[config.mk]
export PLATFORM = sky130hd
export DESIGN_NAME = averaged_sensor_hysteresis_thermostat_core
export DESIGN_NICKNAME = d
export VERILOG_FILES = /design/src/rtl/ashtc_pkg.sv /design/src/rtl/ashtc_ctrl.sv /design/src/rtl/ashtc_dp.sv /design/src/rtl/averaged_sensor_hysteresis_thermostat_core.sv
export VERILOG_INCLUDE_DIRS = /design/src /design/src/rtl
export SDC_FILE = /design/constraint.sdc
export NUM_CORES = 1
export LEC_CHECK = 0
export BUFFER_PORTS_ARGS = -buffer_cell sky130_fd_sc_hd__buf_4
export CAP_MARGIN = 0
export CELL_PAD_IN_SITES_DETAIL_PLACEMENT = 1
export CELL_PAD_IN_SITES_GLOBAL_PLACEMENT = 1
export CORE_UTILIZATION = 56
export DETAILED_ROUTE_END_ITERATION = 8
export GPL_TIMING_DRIVEN = 0
export HOLD_SLACK_MARGIN = 0.06
export PLACE_DENSITY = 0.85
export SYNTH_ARGS = -nofsm -noshare
export SYNTH_HDL_FRONTEND = slang
export SYNTH_SLANG_ARGS = --single-unit
[constraint.sdc]
create_clock -name clk -period 11.2 [get_ports clk]
set_input_delay 2.24 -clock clk [delete_from_list [all_inputs] [get_ports clk]]
set_output_delay 2.24 -clock clk [all_outputs]
set_load 0.05 [all_outputs]
[src/rtl/averaged_sensor_hysteresis_thermostat_core_assert.svh]
// Assertion macros used by the thermostat top level
`ifndef AVERAGED_SENSOR_HYSTERESIS_THERMOSTAT_CORE_ASSERT_SVH
`define AVERAGED_SENSOR_HYSTERESIS_THERMOSTAT_CORE_ASSERT_SVH

// same-cycle implication, ignored while in reset
`define ASHTC_ASSERT_IMPL(label, clk, rst, ante, cons) \
  label: assert property (@(posedge clk) disable iff (rst) (ante) |-> (cons)) \
    else $error("assertion failed: same-cycle implication");

// next-cycle implication, ignored while in reset
`define ASHTC_ASSERT_NEXT(label, clk, rst, ante, cons) \
  label: assert property (@(posedge clk) disable iff (rst) (ante) |=> (cons)) \
    else $error("assertion failed: next-cycle implication");

`endif

[src/rtl/ashtc_pkg.sv]
// Shared constants, types and command struct for the thermostat core
`default_nettype none
package ashtc_pkg;

  localparam int SAMPLE_COUNT_DEFAULT = 10;

  localparam int SAMPLE_W = 10;
  localparam int SUM_W    = 16;
  localparam int AVG_W    = 10;
  localparam int TEMP_W   = 16;
  localparam int THR_W    = 8;
  localparam int CFG_IDX_W = 8;

  // register indexes of the configuration port
  localparam logic [CFG_IDX_W-1:0] REG_ON_THRESHOLD  = 8'd0;
  localparam logic [CFG_IDX_W-1:0] REG_OFF_THRESHOLD = 8'd1;

  localparam logic [THR_W-1:0] ON_THRESHOLD_RESET  = 8'd70;
  localparam logic [THR_W-1:0] OFF_THRESHOLD_RESET = 8'd75;

  // curve coefficients scaled by 2^24
  localparam logic [12:0] COEF2 = 13'd4362;
  localparam logic [21:0] COEF1 = 22'd3605424;
  localparam logic [30:0] COEF0 = 31'd1230679258;

  localparam int SQ_W   = 2 * AVG_W;
  localparam int C2SQ_W = 13 + SQ_W;
  localparam int C1A_W  = 22 + AVG_W;
  localparam int V_W    = 36;
  localparam int Q_W    = V_W - 16;

  typedef struct packed {
    logic take_sample;
    logic batch_end;
    logic div_step;
    logic square;
    logic product;
    logic accumulate;
    logic round;
    logic load_out;
  } ctrl_cmd_t;

endpackage
`default_nettype wire

[src/rtl/ashtc_ctrl.sv]
// Sequencer: sample counting, divide, curve stages and output handshake
`default_nettype none
module ashtc_ctrl
  import ashtc_pkg::*;
#(
  parameter int SAMPLE_COUNT = SAMPLE_COUNT_DEFAULT
) (
  input  wire logic clk,
  input  wire logic rst,
  input  wire logic in_valid,
  output logic      in_stall,
  input  wire logic out_stall,
  output logic      out_valid,
  output logic      busy,
  output logic      last_sample,
  output ctrl_cmd_t cmd
);

  localparam int IDX_W = (SAMPLE_COUNT > 1) ? $clog2(SAMPLE_COUNT) : 1;
  localparam logic [IDX_W-1:0] LAST_IDX = IDX_W'(SAMPLE_COUNT - 1);

  typedef enum logic [2:0] {
    S_IDLE,
    S_DIV,
    S_SQ,
    S_PROD,
    S_SUM,
    S_ROUND,
    S_OUT
  } state_t;

  state_t                 state;
  logic [IDX_W-1:0]       sample_index;
  logic                   take;

  assign busy        = (state != S_IDLE);
  assign last_sample = (sample_index == LAST_IDX);
  // a batch may only close when the previous one has left the datapath
  assign in_stall    = busy && last_sample;
  assign take        = in_valid && !in_stall;

  always_comb begin
    cmd             = '0;
    cmd.take_sample = take;
    cmd.batch_end   = take && last_sample;
    cmd.div_step    = (state == S_DIV);
    cmd.square      = (state == S_SQ);
    cmd.product     = (state == S_PROD);
    cmd.accumulate  = (state == S_SUM);
    cmd.round       = (state == S_ROUND);
    cmd.load_out    = (state == S_OUT) && (!out_valid || !out_stall);
  end

  always_ff @(posedge clk) begin
    if (rst) begin
      state        <= S_IDLE;
      sample_index <= '0;
      out_valid    <= 1'b0;
    end else begin
      if (take) begin
        sample_index <= last_sample ? '0 : sample_index + 1'b1;
      end
      if (cmd.load_out) begin
        out_valid <= 1'b1;
      end else if (out_valid && !out_stall) begin
        out_valid <= 1'b0;
      end
      case (state)
        S_IDLE: begin
          if (take && last_sample) begin
            state <= S_DIV;
          end
        end
        S_DIV:   state <= S_SQ;
        S_SQ:    state <= S_PROD;
        S_PROD:  state <= S_SUM;
        S_SUM:   state <= S_ROUND;
        S_ROUND: state <= S_OUT;
        S_OUT: begin
          if (cmd.load_out) begin
            state <= S_IDLE;
          end
        end
        default: state <= S_IDLE;
      endcase
    end
  end

endmodule
`default_nettype wire

[src/rtl/ashtc_dp.sv]
// Datapath: accumulator, reciprocal divider, curve evaluation, thermostat, output register
`default_nettype none
module ashtc_dp
  import ashtc_pkg::*;
#(
  parameter int SAMPLE_COUNT = SAMPLE_COUNT_DEFAULT
) (
  input  wire logic                 clk,
  input  wire logic                 rst,
  input  wire ctrl_cmd_t            cmd,
  input  wire logic [SAMPLE_W-1:0]  sample,
  input  wire logic                 cfg_we,
  input  wire logic [CFG_IDX_W-1:0] cfg_index,
  input  wire logic [THR_W-1:0]     cfg_data,
  output logic [AVG_W-1:0]          average_reading,
  output logic [TEMP_W-1:0]         temperature,
  output logic                      heater_on,
  output logic                      heater_changed,
  output logic                      heater_state
);

  // mean by reciprocal multiply: ceil(2^22 / SAMPLE_COUNT) gives the exact
  // truncated quotient for any 16-bit sum with up to 64 samples per batch
  localparam int RECIP_SHIFT = 22;
  localparam int PROD_W      = SUM_W + RECIP_SHIFT + 1;
  localparam logic [RECIP_SHIFT:0] RECIP =
    (RECIP_SHIFT + 1)'(((1 << RECIP_SHIFT) + SAMPLE_COUNT - 1) / SAMPLE_COUNT);

  logic [THR_W-1:0]   on_threshold;
  logic [THR_W-1:0]   off_threshold;
  logic [SUM_W-1:0]   sample_sum;
  logic [SUM_W-1:0]   sum_next;
  logic [SUM_W-1:0]   div_sum;
  logic [PROD_W-1:0]  recip_prod;
  logic [AVG_W-1:0]   quo;
  logic [SQ_W-1:0]    sq;
  logic [C2SQ_W-1:0]  c2sq;
  logic [C1A_W-1:0]   c1a;
  logic signed [V_W-1:0] v;
  logic signed [V_W-1:0] v_rnd;
  logic signed [Q_W-1:0] q;
  logic [TEMP_W-1:0]  temp_calc;
  logic [TEMP_W-1:0]  temp_clamped;
  logic               switch_heater;

  assign sum_next = SUM_W'({1'b0, sample_sum} + (SUM_W + 1)'(sample));

  assign recip_prod = PROD_W'(div_sum) * PROD_W'(RECIP);

  assign v_rnd = v + V_W'(32768);
  assign q     = Q_W'(v_rnd >>> 16);

  always_comb begin
    if (v < 0) begin
      temp_clamped = '0;
    end else if (|q[Q_W-1:TEMP_W]) begin
      temp_clamped = '1;
    end else begin
      temp_clamped = q[TEMP_W-1:0];
    end
  end

  always_comb begin
    if (!heater_state) begin
      switch_heater = (temp_calc < {on_threshold, 8'h00});
    end else begin
      switch_heater = (temp_calc > {off_threshold, 8'h00});
    end
  end

  always_ff @(posedge clk) begin
    if (rst) begin
      on_threshold  <= ON_THRESHOLD_RESET;
      off_threshold <= OFF_THRESHOLD_RESET;
      sample_sum    <= '0;
      heater_state  <= 1'b0;
    end else begin
      if (cfg_we) begin
        case (cfg_index)
          REG_ON_THRESHOLD:  on_threshold  <= cfg_data;
          REG_OFF_THRESHOLD: off_threshold <= cfg_data;
          default: ;
        endcase
      end
      if (cmd.batch_end) begin
        sample_sum <= '0;
      end else if (cmd.take_sample) begin
        sample_sum <= sum_next;
      end
      if (cmd.load_out) begin
        heater_state <= heater_state ^ switch_heater;
      end
    end
  end

  always_ff @(posedge clk) begin
    if (cmd.batch_end) begin
      div_sum <= sum_next;
    end
    if (cmd.div_step) begin
      quo <= recip_prod[RECIP_SHIFT +: AVG_W];
    end
    if (cmd.square) begin
      sq <= SQ_W'(quo) * SQ_W'(quo);
    end
    if (cmd.product) begin
      c2sq <= C2SQ_W'(COEF2) * C2SQ_W'(sq);
      c1a  <= C1A_W'(COEF1) * C1A_W'(quo);
    end
    if (cmd.accumulate) begin
      v <= $signed(V_W'(c2sq)) - $signed(V_W'(c1a)) + $signed(V_W'(COEF0));
    end
    if (cmd.round) begin
      temp_calc <= temp_clamped;
    end
    if (cmd.load_out) begin
      average_reading <= quo;
      temperature     <= temp_calc;
      heater_on       <= heater_state ^ switch_heater;
      heater_changed  <= switch_heater;
    end
  end

endmodule
`default_nettype wire

[src/rtl/averaged_sensor_hysteresis_thermostat_core.sv]
// Averaging thermostat core: batches ADC samples, evaluates the curve, drives the heater
// Usage:
//   Input channel (in_valid/in_stall, sample): one 10-bit reading per item,
//   taken at any rate up to one per cycle. Every SAMPLE_COUNT items close a
//   batch and produce one result; other items produce none.
//   Output channel (out_valid/out_stall): average_reading, temperature
//   (Q8.8 degrees), heater_on, heater_changed, held in an output register.
//   Config channel (cfg_valid/cfg_ready, cfg_index, cfg_data): index 0 is
//   the on threshold, 1 the off threshold; cfg_ready is always high, other
//   indexes are ignored. Write only while the core is idle.
// Flow: a batch result goes through divide by reciprocal multiply, square,
//   products, sum, rounding and output load after the item that closes it.
//   Samples of the next batch are taken meanwhile; the item that would
//   close it is stalled until the previous result sits in the output
//   register.
// A stalled output keeps its result; the next result then waits in the
//   datapath and in turn holds off the input.
// Reset clears the sum, sample count and heater (off) and restores the
//   thresholds to 70 and 75 degrees.
`default_nettype none
module averaged_sensor_hysteresis_thermostat_core
  import ashtc_pkg::*;
#(
  parameter int SAMPLE_COUNT = SAMPLE_COUNT_DEFAULT
) (
  input  wire logic                 clk,
  input  wire logic                 rst,
  input  wire logic                 in_valid,
  output logic                      in_stall,
  input  wire logic [SAMPLE_W-1:0]  sample,
  output logic                      out_valid,
  input  wire logic                 out_stall,
  output logic [AVG_W-1:0]          average_reading,
  output logic [TEMP_W-1:0]         temperature,
  output logic                      heater_on,
  output logic                      heater_changed,
  input  wire logic                 cfg_valid,
  output logic                      cfg_ready,
  input  wire logic [CFG_IDX_W-1:0] cfg_index,
  input  wire logic [THR_W-1:0]     cfg_data
);

  `include "averaged_sensor_hysteresis_thermostat_core_assert.svh"

  ctrl_cmd_t cmd;
  logic      busy;
  logic      last_sample;
  logic      heater_state;

  assign cfg_ready = 1'b1;

  ashtc_ctrl #(
    .SAMPLE_COUNT (SAMPLE_COUNT)
  ) u_ctrl (
    .clk         (clk),
    .rst         (rst),
    .in_valid    (in_valid),
    .in_stall    (in_stall),
    .out_stall   (out_stall),
    .out_valid   (out_valid),
    .busy        (busy),
    .last_sample (last_sample),
    .cmd         (cmd)
  );

  ashtc_dp #(
    .SAMPLE_COUNT (SAMPLE_COUNT)
  ) u_dp (
    .clk             (clk),
    .rst             (rst),
    .cmd             (cmd),
    .sample          (sample),
    .cfg_we          (cfg_valid && cfg_ready),
    .cfg_index       (cfg_index),
    .cfg_data        (cfg_data),
    .average_reading (average_reading),
    .temperature     (temperature),
    .heater_on       (heater_on),
    .heater_changed  (heater_changed),
    .heater_state    (heater_state)
  );

  // a batch never closes while the previous one is still being worked on
  `ASHTC_ASSERT_IMPL(a_no_batch_overrun, clk, rst, in_valid && !in_stall && last_sample, !busy)
  // the presented heater drive matches the live heater state
  `ASHTC_ASSERT_IMPL(a_heater_matches, clk, rst, out_valid, heater_on == heater_state)
  // a result is loaded only when the output register is free or being emptied
  `ASHTC_ASSERT_NEXT(a_no_result_lost, clk, rst, out_valid && out_stall, out_valid && $stable(temperature))

endmodule
`default_nettype wire

==> results.yml <==
outcome:
  outcome: "finished clean"
placed_design:
  post-place-cells: 2811
  hpwl_um: 48720
  gp_congestion: 0.8770
  dpl_cell_area_sq_um: 23880
  placement.io_buffers: 59
global_routing:
  grt_pass1_vias: 18980
  grt_max_degree: 32
  antenna_found_initial: 1
  grt_overflow_total: 0
  grt_usage_pct: 29.88
  grt_pass1_wl_um: 97010
critical_path:
  cp_slowest_cell: "fa_1"
  worstPathCellList: "inv_1, ha_1, inv_1, fa_1, fa_1, inv_1, fa_1, fa_1, fa_1, inv_1, ha_1, a21o_1, a2111oi_0, o21ai_0, a31oi_1, o21ai_1, and2_1, a311o_1, a31o_2, and4_1, a2111oi_2, xnor2_1"
  timing.rr.end: "u_dp.quo[9]"
  cpMostUsedCell: "fa_1"
  rr_worst_depth: 22
  arrival_ns: 7.56
  rrSetupSlack_ns: 3.94
  r2r-start: "u_dp.div_sum[5]"
  crit_path_end_kind: "flip-flop"
  cp_slowest_stage_delay_ns: 0.60
  cp-start-kind: "flip-flop"
  crit_required_ns: 11.50
  worstPathMaxFanout: 4
  critical_path_class: "flip-flop to flip-flop"
timing:
  period_minus_slack_ns: 7.256
  timing.fmax_mhz: 137.8
  fin_crit_sh_pct: 64.78
  maxSlewViolCount: 0
  hold_viol: 0
  setup_viol: 0
  rsz0062_at_grt: "no"
  tns_ns: 0
  finClkSkew_ns: 0.02709
  whs_ns: 0.4605
  worst_slew_pin_slew_ns: 1.207
  slew_headroom_pct: 19.35
clock_tree:
  cts_resized: 0
  post_cts_buffers: 0
  cts_tree: "done"
  clockBufferDepth: 3
  htreeDepth: 1
  clock_latency_ns: 0.56
  clkSinkCount: 209
  numCtsBuffers: 26
  cts.clk_slew.worst_paths_ns: 0.06
  cts_hold_buf: 0
  clock-root-buffer: "clkbuf_16"
power_and_ir_drop:
  powerDensity_nw_per_um2: 68.96
  p_int_mw: 1.314
  switching_share_pct: 22.76
  p_total_mw: 1.701
  seqPwrFrac_pct: 49.4
  clkPwrFrac_pct: 46.7
  leakage_nw: 12.15
  irDropWorstVdd_mv: 0.09573
  p_sw_uw: 387.1
  combPwrFrac_pct: 3.8
drt:
  drcViolationCount: 0
  first_pass_iters: 5
  avgViaCountPerCell: 5.751
  postRouteAntennaNets: 0
  detail_route.wl_per_cell_um: 20.94
  drt-initial-drc-count: 671
  wirelength_um: 59880
  vias: 16440
final_layout:
  layout.nets: 2966
  final_cell_mix: "inv_1 (473), ha_1 (422), fa_1 (199)"
  stdcell_count: 2859
  layout_commonest_cell: "inv_1"
  syn2layout_area_growth_pct: 8.611
  drive_above_1_share_pct: 5.829
  fin_area_sq_um: 24670
synthesis:
  synth-edff-count: 168
  syn_area_sq_um: 22710
  async_flop_share_pct: 0
  ys_seq_area_share_pct: 25.83
  syn_avg_cell_area_sq_um: 10.22
  ys_types: 77
  yosys_register_bits: 209
  yosysWarnings: 0
  netlist_instances: 2222
  synth_ff_type: "edfxtp_1"
floorplan:
  die_width_um: 203.4
  core-area_sq_um: 39820
  dieArea_sq_um: 41360
  die_y_um: 203.4
  initial_core_util_pct: 57.03
  placementRows: 73
  ios: 62
worst_hold_path:
  min_to: "u_dp.sample_sum[0]"
  hold_depth: 2
  hold_start: "u_dp.sample_sum[0]"
  min_path_type: "flip-flop to flip-flop"
flow_run:
  cap_violations: 0
metal layers:
metal  global-route usage, %  part of all wire, %
met5                       0                    0
met4                   11.12                  3.5
met3                   3.547                  3.6
met2                   56.89                   53
met1                   33.87                   40
cells by family (layout without fill, tap and decap cells):
group                      Yosys count  count (layout)  synth area share, %
muxes                               19              19               0.8704
and+or+nand+nor                    387             387                8.132
adders and majority gates          621             621                40.79
AOI/OAI and AO/OA                  345             345                10.45
xor gates and xnor gates           149             149                5.746
other                                2               5              0.03307
buffers and inverters              490             599                8.154
DFF                                209             209                25.83
final cells by class:
| type | count | area [sq um] |
|---|---|---|
| Fill cell | 4369 | 15160 |
| Multi-Input combinational cell | 1525 | 15020 |
| Sequential cell | 209 | 5866 |
| Inverter | 473 | 1775 |
| Clock buffer | 33 | 676.9 |
| Tap cell | 525 | 656.9 |
| Timing Repair Buffer | 62 | 489.2 |
| Clock inverter | 14 | 106.4 |
| Buffer | 17 | 76.32 |
| Antenna cell | 1 | 2.502 |
flip-flops by register name, summed over array words and instances (netlist names), 3 cells and up:
| signal | cells |
|---|---|
| u_dp.sq | 19 |
| u_dp.div_sum | 16 |
| u_dp.off_threshold | 8 |
| u_dp.quo | 10 |
| u_dp.c1a | 28 |
| u_dp.average_reading | 10 |
| u_ctrl.sample_index | 4 |
| u_dp.v | 21 |
| u_dp.sample_sum | 16 |
| u_dp.c2sq | 30 |
| u_dp.temperature | 16 |
| u_dp.on_threshold | 8 |
| u_ctrl.state | 3 |
| u_dp.temp_calc | 16 |
synth_stat cells (38+ instances only):
| master | n | area share [%] |
|---|---|---|
| a21o_1 | 38 | 1.3 |
| a21oi_1 | 112 | 2.5 |
| xor2_1 | 47 | 1.8 |
| inv_1 | 473 | 7.8 |
| ha_1 | 422 | 23 |
| xnor2_1 | 102 | 3.9 |
| nor2_1 | 101 | 1.7 |
| nand2_1 | 114 | 1.9 |
| dfxtp_1 | 41 | 3.6 |
| fa_1 | 199 | 18 |
| o21ai_0 | 51 | 1.1 |
| edfxtp_1 | 168 | 22 |
power by group through the flow:
stage	clock [mW]	combinational (mW)	sequential, mW
4_1_cts	0.807	0.0652	0.841
5_1_grt	0.829	0.0727	0.841
6_report	0.795	0.0655	0.841
3_3_place_gp	0	0.0591	0.856
2_1_floorplan	0	0.0424	0.856
3_5_place_dp	0	0.0642	0.857
per-stage QoR:
step	util, %	worst slack, ns
after global placement	59.81	4.168
after floorplan	-	4.798
after CTS	61.93	3.948
after global routing	61.93	3.647
final	61.94	3.944
after detailed placement	59.97	4.034
critical path: cells and delay by family, from the launching register on:
kind            cells  cell delay [ns]
compound gates      8             2.32
flops               1             0.44
buf+inv             4             0.39
fa+ha+maj           7             3.32
simple gates        2             0.42
xor+xnor            1             0.12
worst max-delay path by stage:
stage	from	endpoint	cells past startpoint
2_1_floorplan	u_dp.div_sum[13]	u_dp.quo[9]	20
3_3_place_gp	u_dp.div_sum[1]	u_dp.quo[9]	20
3_5_place_dp	u_dp.div_sum[5]	u_dp.quo[9]	22
4_1_cts	u_dp.div_sum[5]	u_dp.quo[9]	22
5_1_grt	u_dp.div_sum[5]	u_dp.quo[9]	22
6_report	u_dp.div_sum[5]	u_dp.quo[9]	22
No activity file was read; power rests on OpenSTA's default activity.
